`config.mk`:
```
export PLATFORM = sky130hd
export DESIGN_NAME = escaped_frame_receiver
export DESIGN_NICKNAME = d
export VERILOG_FILES = /design/src/rtl/core/efr_pkg.sv /design/src/rtl/core/escaped_frame_receiver.sv
export SDC_FILE = /design/constraint.sdc
export NUM_CORES = 1
export LEC_CHECK = 0
export BUFFER_PORTS_ARGS = -buffer_cell sky130_fd_sc_hd__buf_2
export CORE_MARGIN = 1.5
export CORE_UTILIZATION = 60
export DETAILED_ROUTE_END_ITERATION = 7
export PLACE_DENSITY = 0.81
export SLEW_MARGIN = 10
export SYNTH_ARGS = -nofsm -noshare
export SYNTH_HDL_FRONTEND = slang
export SYNTH_SLANG_ARGS = --single-unit
```
`constraint.sdc`:
```
create_clock -name i_clk -period 5.5 [get_ports i_clk]
set_clock_uncertainty 0.05 [all_clocks]
set_input_delay 1.1 -clock i_clk [delete_from_list [all_inputs] [get_ports i_clk]]
set_output_delay 1.1 -clock i_clk [all_outputs]
set_load 0.03 [all_outputs]
```
`src/rtl/core/efr_pkg.sv`:
```
// ----------------------------------------------------------------------------
// efr_pkg
// Constants, codes and the checksum fold for the escaped frame receiver.
// ----------------------------------------------------------------------------
`default_nettype none

package efr_pkg;

    // overfill bound on the byte count
    localparam logic [7:0] MAX_FILL   = 8'd250;

    localparam logic [7:0] ESC_BYTE   = 8'hD7;
    localparam logic [7:0] START_BYTE = 8'h29;
    localparam logic [7:0] CHECK_XOR  = 8'h3C;
    localparam logic [7:0] COLON_BYTE = 8'h3A;
    localparam logic [7:0] STUFF_BYTE = 8'h00;

    // buffer positions with a meaning
    localparam logic [7:0] POS_LEGACY_LEN = 8'd1;
    localparam logic [7:0] POS_START      = 8'd2;
    localparam logic [7:0] POS_ADDRESS    = 8'd3;
    localparam logic [7:0] POS_LENGTH     = 8'd5;
    localparam logic [7:0] HEADER_BYTES   = 8'd6;
    localparam logic [7:0] LEGACY_EXTRA   = 8'd2;
    localparam logic [7:0] START_COUNT    = 8'd3;

    typedef enum logic {
        CFG_DEVICE_ADDRESS = 1'b0,
        CFG_PROTOCOL_MODE  = 1'b1
    } t_cfg_index;

    typedef enum logic {
        MODE_LEGACY  = 1'b0,
        MODE_ESCAPED = 1'b1
    } t_mode;

    localparam logic [7:0] RESET_ADDRESS = 8'd15;

    typedef struct packed {
        logic       byte_kept;
        logic [7:0] kept_byte;
        logic [7:0] kept_index;
        logic       frame_start;
        logic       frame_done;
        logic       checksum_ok;
        logic       address_ok;
        logic [7:0] frame_bytes;
    } t_result;

    // xor, rotate right by one, xor 0x3C when the top bit lands set
    function automatic logic [7:0] fold(input logic [7:0] c, input logic [7:0] b);
        logic [7:0] x;
        x = c ^ b;
        x = {x[0], x[7:1]};
        if (x[7]) begin
            x = x ^ CHECK_XOR;
        end
        return x;
    endfunction

    // checksum after the seeded 00 D7 of a start pair
    localparam logic [7:0] START_CHECK = fold(fold(8'h00, STUFF_BYTE), ESC_BYTE);

endpackage

`default_nettype wire

```
`src/rtl/core/escaped_frame_receiver.sv`:
```
// ----------------------------------------------------------------------------
// escaped_frame_receiver
// Byte-wise frame receiver with escaped start pairs, checksum and address check, plus a legacy mode.
// ----------------------------------------------------------------------------
// Takes one received byte per item and returns one result item per byte. An
// item is taken in every cycle while the result register is free or draining;
// its result is registered on acceptance and appears in the next cycle.
// Configuration writes are registered and are to be made only while no item
// is in flight.
`default_nettype none

module escaped_frame_receiver (
    input  wire logic       i_clk,
    input  wire logic       i_rst_n,
    // configuration
    input  wire logic       i_cfg_we,
    input  wire logic       i_cfg_index,
    input  wire logic [7:0] i_cfg_data,
    // byte input
    input  wire logic       i_rx_valid,
    output logic            o_rx_stall,
    input  wire logic [7:0] i_rx_byte,
    // result output
    output logic            o_res_valid,
    input  wire logic       i_res_stall,
    output logic            o_byte_kept,
    output logic [7:0]      o_kept_byte,
    output logic [7:0]      o_kept_index,
    output logic            o_frame_start,
    output logic            o_frame_done,
    output logic            o_checksum_ok,
    output logic            o_address_ok,
    output logic [7:0]      o_frame_bytes
);

    logic [7:0]           r_dev_addr;
    efr_pkg::t_mode       r_mode;

    logic [7:0] r_count,   n_count;
    logic       r_esc,     n_esc;
    logic       r_started, n_started;
    logic [7:0] r_pay_len, n_pay_len;
    logic [7:0] r_check,   n_check;
    logic [7:0] r_leg_len, n_leg_len;
    logic [7:0] r_addr,    n_addr;
    logic [7:0] r_last,    n_last;

    efr_pkg::t_result r_res, n_res;
    logic             r_out_valid;

    logic       rx_acc;
    logic       store;
    logic [7:0] cnt0;
    logic [7:0] cnt1;

    assign o_rx_stall = r_out_valid && i_res_stall;
    assign rx_acc     = i_rx_valid && !o_rx_stall;

    // configuration registers
    always_ff @(posedge i_clk) begin
        if (!i_rst_n) begin
            r_dev_addr <= efr_pkg::RESET_ADDRESS;
            r_mode     <= efr_pkg::MODE_ESCAPED;
        end else if (i_cfg_we) begin
            if (i_cfg_index == efr_pkg::CFG_DEVICE_ADDRESS) begin
                r_dev_addr <= i_cfg_data;
            end else begin
                r_mode <= efr_pkg::t_mode'(i_cfg_data[0]);
            end
        end
    end

    // per-byte update
    always_comb begin
        n_count   = r_count;
        n_esc     = r_esc;
        n_started = r_started;
        n_pay_len = r_pay_len;
        n_check   = r_check;
        n_leg_len = r_leg_len;
        n_addr    = r_addr;
        n_last    = r_last;
        n_res     = '0;
        store     = 1'b0;
        cnt0      = r_count;
        cnt1      = r_count + 8'd1;

        if (r_count > efr_pkg::MAX_FILL) begin
            n_count = '0;
        end else if (r_mode == efr_pkg::MODE_LEGACY) begin
            if (i_rx_byte == efr_pkg::COLON_BYTE) begin
                cnt0 = '0;
            end
            cnt1             = cnt0 + 8'd1;
            n_res.byte_kept  = 1'b1;
            n_res.kept_index = cnt0;
            n_res.kept_byte  = i_rx_byte;
            if (cnt0 == efr_pkg::POS_LEGACY_LEN) begin
                n_leg_len = i_rx_byte;
            end
            n_count = cnt1;
            if (cnt1 > 8'd1 && n_leg_len == cnt1 - efr_pkg::LEGACY_EXTRA) begin
                n_res.frame_done  = 1'b1;
                n_res.checksum_ok = 1'b1;
                n_res.address_ok  = 1'b1;
                n_res.frame_bytes = cnt1;
                n_count           = '0;
            end
        end else begin
            if (i_rx_byte == efr_pkg::ESC_BYTE) begin
                store = 1'b1;
                n_esc = 1'b1;
            end else if (i_rx_byte == efr_pkg::START_BYTE) begin
                if (r_esc) begin
                    n_check           = efr_pkg::START_CHECK;
                    n_last            = efr_pkg::START_BYTE;
                    n_started         = 1'b1;
                    n_count           = efr_pkg::START_COUNT;
                    n_res.frame_start = 1'b1;
                    n_res.byte_kept   = 1'b1;
                    n_res.kept_index  = efr_pkg::POS_START;
                    n_res.kept_byte   = i_rx_byte;
                end else begin
                    store = 1'b1;
                end
                n_esc = 1'b0;
            end else if (i_rx_byte == efr_pkg::STUFF_BYTE) begin
                // stuffing after an escape is dropped
                if (r_esc) begin
                    n_esc = 1'b0;
                end else begin
                    store = 1'b1;
                end
            end else if (r_started) begin
                store = 1'b1;
                n_esc = 1'b0;
            end

            if (store) begin
                n_res.byte_kept  = 1'b1;
                n_res.kept_index = r_count;
                n_res.kept_byte  = i_rx_byte;
                if (r_count == '0) begin
                    n_check = '0;
                end else begin
                    n_check = efr_pkg::fold(r_check, r_last);
                end
                n_last = i_rx_byte;
                if (r_count == efr_pkg::POS_ADDRESS) begin
                    n_addr = i_rx_byte;
                end
                if (r_count == efr_pkg::POS_LENGTH) begin
                    n_pay_len = i_rx_byte;
                end
                n_count = cnt1;
            end

            if (n_count > efr_pkg::HEADER_BYTES &&
                {1'b0, n_count} == {1'b0, efr_pkg::HEADER_BYTES} + {1'b0, n_pay_len}) begin
                n_res.frame_done  = 1'b1;
                n_res.checksum_ok = (n_last == n_check);
                n_res.address_ok  = (n_addr == r_dev_addr);
                n_res.frame_bytes = n_count;
                n_esc             = 1'b0;
                n_started         = 1'b0;
                n_count           = '0;
            end
        end
    end

    always_ff @(posedge i_clk) begin
        if (!i_rst_n) begin
            r_count   <= '0;
            r_esc     <= 1'b0;
            r_started <= 1'b0;
            r_pay_len <= '0;
            r_check   <= '0;
            r_leg_len <= '0;
            r_addr    <= '0;
            r_last    <= '0;
        end else if (rx_acc) begin
            r_count   <= n_count;
            r_esc     <= n_esc;
            r_started <= n_started;
            r_pay_len <= n_pay_len;
            r_check   <= n_check;
            r_leg_len <= n_leg_len;
            r_addr    <= n_addr;
            r_last    <= n_last;
        end
    end

    // result register
    always_ff @(posedge i_clk) begin
        if (!i_rst_n) begin
            r_out_valid <= 1'b0;
        end else if (rx_acc) begin
            r_out_valid <= 1'b1;
        end else if (!i_res_stall) begin
            r_out_valid <= 1'b0;
        end
    end

    always_ff @(posedge i_clk) begin
        if (rx_acc) begin
            r_res <= n_res;
        end
    end

    assign o_res_valid   = r_out_valid;
    assign o_byte_kept   = r_res.byte_kept;
    assign o_kept_byte   = r_res.kept_byte;
    assign o_kept_index  = r_res.kept_index;
    assign o_frame_start = r_res.frame_start;
    assign o_frame_done  = r_res.frame_done;
    assign o_checksum_ok = r_res.checksum_ok;
    assign o_address_ok  = r_res.address_ok;
    assign o_frame_bytes = r_res.frame_bytes;

`ifndef SYNTHESIS
    // a completed frame always leaves the count cleared
    a_done_clears_count: assert property (@(posedge i_clk) disable iff (!i_rst_n)
        rx_acc && n_res.frame_done |=> r_count == '0)
        else $error("count not cleared after frame end");

    // a start pair is reported as the stored 0x29 at position 2
    a_start_pos: assert property (@(posedge i_clk) disable iff (!i_rst_n)
        r_out_valid && r_res.frame_start |->
            r_res.byte_kept && r_res.kept_index == efr_pkg::POS_START &&
            r_res.kept_byte == efr_pkg::START_BYTE)
        else $error("start item not at position 2");

    // a dropped byte reports nothing
    a_drop_zero: assert property (@(posedge i_clk) disable iff (!i_rst_n)
        r_out_valid && !r_res.byte_kept |->
            r_res.kept_byte == '0 && r_res.kept_index == '0)
        else $error("dropped item carries data");

    // an empty result register never holds off the input
    a_no_false_stall: assert property (@(posedge i_clk) disable iff (!i_rst_n)
        !r_out_valid |-> !o_rx_stall)
        else $error("input stalled with empty result register");
`endif

endmodule

`default_nettype wire
```
==> out/qor.csv, run 1 <==
stage;metric;value;unit
setup_path;cp_num_buf_inv;2;
clock_network;cts_resized;0;
routing;drc_errors;0;
sta;setup_violations;0;
clock_network;cts_buffer_depth;2;
clock_network;path_clk_slew;0.11;ns
clock_network;cts_sinks;89;
synth;netlist_instances;674;
setup_path;crit_family;simple AND/OR/NAND/NOR gates;
synth;synth.area.top_cells;dfxtp_1 (21%), edfxtp_1 (16%), nand2_1 (6.4%);
cells_and_area;drive_gt1_share;15.2;%
synth;synth_area;5610;µm²
setup_path;r2r_slack;1.29;ns
floorplanning;die_height;99.7;µm
pwr;ir_drop;0.000146;V
min_path;min_path_type;register to register;
setup_path;rr_startpoint;r_count[3];
clock_network;ctsHoldBuffers;0;
cells_and_area;fin_nets;751;
sta;hold_viol_final;0;
cells_and_area;antenna_cells;0;
synth;synth_seq_area_share;36.9;%
place;gp_congestion;1.03;
flow_run;drv_cap;0;
sta;fin_crit_sh;89.2;%
pwr;p_clk_share;31.6;%
floorplanning;die_area;9940;µm²
sta;slew_viol_final;0;
pwr;seqPwrFrac;49.1;%
clock_network;clk_latency;0.37;ns
floorplanning;core_area;9150;µm²
setup_path;worstPathCellList;buf_2 > or2_2 > or3_1 > nand2_1 > inv_1 > ha_1 > xnor2_1 > ha_1 > nor4b_1 > o32ai_1 > o31ai_1 > nor4_1 > and3_1 > nand2_1 > o31ai_1;
clock_network;cts_setup_buffers;0;
setup_path;startpoint;i_rx_byte[7];
routing;post_drt_wl_per_cell;19.6;µm
synth;synth.avg_cell_area;8.33;µm²
clock_network;cts_buffers;9;
setup_path;cp.arrival;5.04;ns
sta;fmaxAchievable;204;MHz
place;io_buffer_count;52;
setup_path;crit_end;o_frame_bytes[3];
routing;dr.pass1.iters;7;
grt;grt_start_max_net_pins;36;
cells_and_area;multi_input_area;3320;µm²
pwr;power_leakage;2.41;nW
grt;grt_pass1_vias;4909;
floorplanning;placementRows;35;
sta;fin_setup_tns;0;ns
clock_network;cts_root_buf;clkbuf_8;
synth;synth_ff_type;dfxtp_1;
grt;grt.total_usage;33.0;%
pwr;switching_share;32.9;%
cells_and_area;syn2layout_area_growth;11.4;%
clock_network;htreeDepth;3;
routing;antenna_left;0;
floorplanning;die_w;99.7;µm
pwr;intPower;0.000983;W
synth;synth_fp_nets;705;
cells_and_area;mostFrequentLayoutCells;nand2_1 (95), nor2_1 (61), dfxtp_1 (60);
cells_and_area;final_common_cell;nand2_1;
sta;period_needed;4.91;ns
setup_path;setup.worst_path.start_class;input port;
setup_path;r2r-end;r_count[0];
synth;synth_top_area_share;21.4;%
routing;viasPerCell;6.41;
routing;vias;5355;
grt;grt_pass1_wl;25400;µm
grt;overflow;0;
sta;tightest_slew;1.13;ns
sta;relSlewSlack;24.2;%
pwr;p_per_area;234;nW/µm²
floorplanning;start_util;61.3;%
min_path;whs_path_depth;2;
setup_path;cpPeakStageDelay;0.40;ns
synth;synth_seq_cells;89;
setup_path;crit_cells;15;
synth;ys_warn_count;0;
synth;async_flop_share;0;%
routing;drtIter0Drc;448;
setup_path;path_class;input port to register;
place;hpwlAfterDp;12100;µm
cells_and_area;fillers;757;
cells_and_area;fin_util;68.3;%
sta;rsz0062_at_grt;false;
setup_path;worstPathRequired;5.63;ns
pwr;power_frac_comb;19.3;%
synth;yosysTopAreaCell;dfxtp_1;
cells_and_area;regArea;2070;µm²
floorplanning;io_pins;53;
synth;yosysUniqueCellTypes;67;
setup_path;end_kind;register;
pwr;p_switching;0.000482;W
setup_path;reg2reg_depth;14;
synth;synth_edf_count;29;
setup_path;worstPathMaxFanout;9;
setup_path;slowest_stage;or3_1;
outcome;run_status;finished clean;
clock_network;cts_tree;built;
grt;antenna_found_initial;0;
routing;wl;16400;µm
logic make-up (layout without fill, tap and decap cells):
kind of cell | after synthesis | after routing | synth area share [%]
AOI/OAI and AO/OA | 158 | 158 | 19.4
xor gates and xnor gates | 52 | 52 | 8.60
adders and majority gates | 9 | 9 | 2.01
buffers and inverters | 58 | 109 | 4.01
DFF | 89 | 89 | 36.9
muxes | 30 | 30 | 5.39
and+or+nand+nor | 278 | 278 | 23.7
cells in the mapped netlist (3+ instances only):
cell type	count
nand3_1	25
o21a_1	3
mux2i_1	28
o21ai_0	20
or3_1	5
or4_1	4
and2_1	22
a2bb2oi_1	4
and4_1	3
o31ai_1	5
a21boi_0	4
xnor2_1	22
and3_1	3
a211oi_1	15
o22ai_1	11
inv_1	11
edfxtp_1	29
a31oi_1	8
clkbuf_1	37
a32o_1	3
xor2_1	28
nor2_1	61
a21o_1	4
buf_2	6
nor2b_1	6
nor4_1	6
nand2b_1	10
a221oi_1	3
a22oi_1	6
nor3_1	14
o211ai_1	3
dfxtp_1	60
or2_2	4
ha_1	9
a21oi_1	42
nand2_1	95
nand4_1	14
power groups by stage:
stage | Sequential, W | Combinational (W) | Clock [W]
floorplan | 0.000750 | 0.000171 | 0
global placement | 0.000732 | 0.000275 | 0
detailed placement | 0.000733 | 0.000277 | 0
CTS | 0.000718 | 0.000278 | 0.000466
global route | 0.000721 | 0.000304 | 0.000488
finish | 0.000718 | 0.000283 | 0.000463
how the worst min path moves through the flow:
stage / start / end / slack (ns)
global placement: r_addr[0] / r_addr[0] / 0.39
finish: r_addr[3] / r_addr[3] / 0.41
global route: r_addr[5] / r_addr[5] / 0.44
detailed placement: r_addr[5] / r_addr[5] / 0.40
floorplan: r_leg_len[3] / r_leg_len[3] / 0.38
CTS: r_addr[5] / r_addr[5] / 0.41
metrics by stage:
| stage | worst slack (ns) | cell area, µm² | total power [W] | cells | hold slack, ns |
|---|---|---|---|---|---|
| 4_1_cts | 0.692 | 6250 | 0.00146 | 836 | 0.411 |
| 6_report | 0.594 | 6250 | 0.00146 | 836 | 0.410 |
| 5_1_grt | 0.296 | 6250 | 0.00151 | 836 | 0.443 |
| 2_1_floorplan | 0.489 | 5610 | 0.000921 | 674 | 0.381 |
| 3_5_place_dp | 0.312 | 6050 | 0.00101 | 820 | 0.398 |
| 3_3_place_gp | 0.357 | 6050 | 0.00101 | 820 | 0.390 |
state kept, by name, summed over array words and instances (netlist names), 8 cells and up:
signal         count
o_kept_index       8
r_check            8
r_pay_len          8
o_kept_byte        8
r_count            8
o_frame_bytes      8
r_dev_addr         8
r_addr             8
r_last             8
r_leg_len          8
layout make-up:
| class | count | area share [%] |
|---|---|---|
| tap | 111 | 2.22 |
| inverter | 13 | 0.781 |
| sequential | 89 | 33.1 |
| clock buffer | 9 | 1.98 |
| clock inverter | 7 | 1.30 |
| multi-input combinational | 527 | 53.0 |
| timing repair buffer | 80 | 7.53 |
routing by layer:
layer  vias up  part of all wire [%]  wire length, µm  global-route usage, %
met5         -                     0                0                      0
met4         0                   3.8              629                   15.7
met3        48                   8.3             1350                   5.69
met2       296                    46             7620                   54.2
met1      2489                    41             6790                   42.3
li1       2522                     -                -                      -
tightest hold or removal path, cell delays in order (launching register included):
cell,delay [ns]
dfxtp_1,0.33
nand2_1,0.05
a21oi_1,0.05
No activity file was read; power rests on OpenSTA's default activity.
==> inputs of run 2 (changes only) <==
--- a/config.mk
+++ b/config.mk
@@ -8,7 +8,7 @@
 export BUFFER_PORTS_ARGS = -buffer_cell sky130_fd_sc_hd__buf_2
 export CORE_MARGIN = 1.5
-export CORE_UTILIZATION = 60
+export CORE_UTILIZATION = 45
 export DETAILED_ROUTE_END_ITERATION = 7
-export PLACE_DENSITY = 0.81
+export RECOVER_POWER = 50
 export SLEW_MARGIN = 10
 export SYNTH_ARGS = -nofsm -noshare
--- a/constraint.sdc
+++ b/constraint.sdc
@@ -3,3 +3,3 @@
 set_input_delay 1.1 -clock i_clk [delete_from_list [all_inputs] [get_ports i_clk]]
 set_output_delay 1.1 -clock i_clk [all_outputs]
-set_load 0.03 [all_outputs]
+set_load 0.02 [all_outputs]
==> out/qor.csv, run 2 (synthesis results as in run 1) <==
stage;metric;value;unit;change
place;gp_congestion;0.966;;-6.3%
cells_and_area;final_common_cell;nand2_1;;
routing;post_drt_wl_per_cell;19.6;µm;about the same
place;hpwlAfterDp;12700;µm;+4.8%
routing;dr.pass1.iters;5;;-2
clock_network;clk_latency;0.36;ns;about the same
setup_path;worstPathRequired;5.62;ns;about the same
cells_and_area;fillers;1198;;+58%
setup_path;rr_startpoint;r_count[1];;
floorplanning;start_util;46.3;%;-15 points
clock_network;cts_tree;built;;
setup_path;slowest_stage;or4_1;;
place;placed_area;6120;µm²;+1.2%
pwr;p_per_area;253;nW/µm²;+7.8%
sta;rsz0062_at_grt;false;;
sta;slew_viol_final;72;;+72
setup_path;cp.arrival;5.17;ns;+0.13 ns
grt;overflow;0;;unchanged
floorplanning;die_area;13200;µm²;+32%
sta;fmaxAchievable;198;MHz;-2.9%
cells_and_area;drive_gt1_share;10.2;%;-5.0 points
setup_path;r2r_slack;1.13;ns;-0.16 ns
setup_path;worstPathCellList;buf_2 > or2_0 > a2111o_1 > a21o_1 > nor2_1 > mux2i_1 > ha_1 > or4_1 > and2_1 > or3_1 > mux2i_1 > nand3_1 > buf_4 > o211ai_1 > a21oi_1;;
floorplanning;placementRows;40;;+14%
setup_path;end_kind;register;;
setup_path;crit_cells;15;;unchanged
setup_path;crit_family;simple AND/OR/NAND/NOR gates;;
clock_network;htreeDepth;3;;unchanged
grt;grt.total_usage;27.4;%;-5.6 points
sta;hold_viol_final;0;;unchanged
setup_path;worstPathMaxFanout;10;;+1
clock_network;cts_setup_buffers;0;;unchanged
routing;wl;17500;µm;+6.8%
clock_network;ctsHoldBuffers;0;;unchanged
pwr;power_leakage;2.35;nW;-2.8%
sta;relSlewSlack;-22.7;%;-47 points
clock_network;cts_buffer_depth;2;;unchanged
setup_path;setup.worst_path.start_class;input port;;
grt;antenna_found_initial;0;;unchanged
min_path;whs_path_depth;2;;unchanged
sta;setup_violations;0;;unchanged
routing;antenna_left;0;;unchanged
clock_network;cts_resized;0;;unchanged
min_path;worstHoldEndpoint;r_addr[0];;
setup_path;cpPeakStageDelay;0.56;ns;+0.16 ns
sta;fin_crit_sh;91.8;%;+2.6 points
floorplanning;die_w;115;µm;+15%
clock_network;path_clk_slew;0.07;ns;-0.04 ns
setup_path;cp_num_buf_inv;2;;unchanged
sta;period_needed;5.05;ns;+0.144 ns
floorplanning;io_pins;53;;unchanged
setup_path;crit_top_cell;mux2i_1;;
cells_and_area;fin_util;52.5;%;-16 points
min_path;min_path_type;register to register;;
floorplanning;core_area;12100;µm²;+32%
sta;timing.hold.ws;0.407;ns;-0.00282 ns
routing;viasPerCell;6.03;;-5.8%
min_path;hp-start;r_addr[0];;
flow_run;drv_cap;2;;+2
cells_and_area;fin_nets;751;;unchanged
clock_network;cts_buffers;9;;unchanged
sta;fin_setup_tns;0;ns;unchanged
cells_and_area;mostFrequentLayoutCells;nand2_1 (95), nor2_1 (61), dfxtp_1 (60);;
grt;grt_pass1_vias;5106;;+4.0%
outcome;violations;capacitance limit, slew limit;;
grt;grt_start_max_net_pins;36;;unchanged
routing;vias;5388;;+0.62%
clock_network;cts_root_buf;clkbuf_16;;
pwr;ir_drop;0.000140;V;-4.1%
setup_path;r2r-end;r_count[0];;
sta;tightest_slew;1.84;ns;+0.713 ns
clock_network;cts_sinks;89;;unchanged
setup_path;path_class;input port to register;;
routing;drtIter0Drc;686;;+53%
pwr;power;0.00161;W;+9.7%
cells_and_area;finish.instance_area;6360;µm²;+1.8%
floorplanning;die_height;115;µm;+15%
grt;grt_pass1_wl;27400;µm;+8.0%
place;io_buffer_count;52;;unchanged
routing;drc_errors;0;;unchanged
outcome;run_status;finished, violations left;;
cells_and_area;antenna_cells;0;;unchanged
cells_and_area;syn2layout_area_growth;13.4;%;
setup_path;reg2reg_depth;15;;+1
run 2: cell count changes in the layout (fill, tap and decap cells not counted), moves of 2 or more:
cell | previous run | this run
buf_2 | 52 | 20
buf_4 | 28 | 26
clkbuf_1 | 0 | 35
clkbuf_16 | 0 | 9
clkbuf_8 | 9 | 3
inv_8 | 2 | 0
run 2: worst register-to-register path: cells and delay by family, from the launching register on:
kind / cells / cell delay, ns
simple gates: 6 / 1.84
buf+inv: 3 / 0.75
mux: 2 / 0.35
flops: 1 / 0.49
compound gates: 2 / 0.24
fa+ha+maj: 2 / 0.47
run 2: worst max path at each step:
stage            startpoint                to  slack [ns]
2_1_floorplan  i_rx_byte[3]  o_frame_bytes[3]        0.49
3_3_place_gp   i_rx_byte[6]        r_count[1]        0.36
3_5_place_dp   i_rx_byte[5]         r_started        0.26
4_1_cts        i_rx_byte[5]         r_started        0.62
5_1_grt        i_rx_byte[6]        r_count[0]        0.19
6_report       i_rx_byte[6]        r_count[0]        0.45
run 2: final cells by class:
class                           count  area [µm²]  area share [%]
Multi-Input combinational cell    527        3320            52.1
Sequential cell                    89        2070            32.6
Clock buffer                       13         270            4.25
Tap cell                          168         210            3.30
Timing Repair Buffer               80         423            6.65
Inverter                           13        48.8           0.767
Clock inverter                      3        22.5           0.354
run 2: metal layers:
| metal | GRT usage [%] | vias up | part of all wire, % |
|---|---|---|---|
| met1 | 35.8 | 2557 | 43 |
| met4 | 12.9 | 0 | 3.1 |
| met5 | 0 | - | 0 |
| met3 | 5.35 | 47 | 7.8 |
| met2 | 43.6 | 264 | 46 |
| li1 | - | 2520 | - |
run 2: report_power, final:
part / internal, W / switching [W]
Combinational: 0.0000930 / 0.000176
Sequential: 0.000701 / 0.0000212
Clock: 0.000346 / 0.000270
Total: 0.00114 / 0.000467
run 2: stage by stage:
step	instances	setup WS, ns
detailed placement	877	0.262
floorplan	674	0.489
global placement	877	0.360
global route	893	0.194
finish	893	0.450
CTS	893	0.620
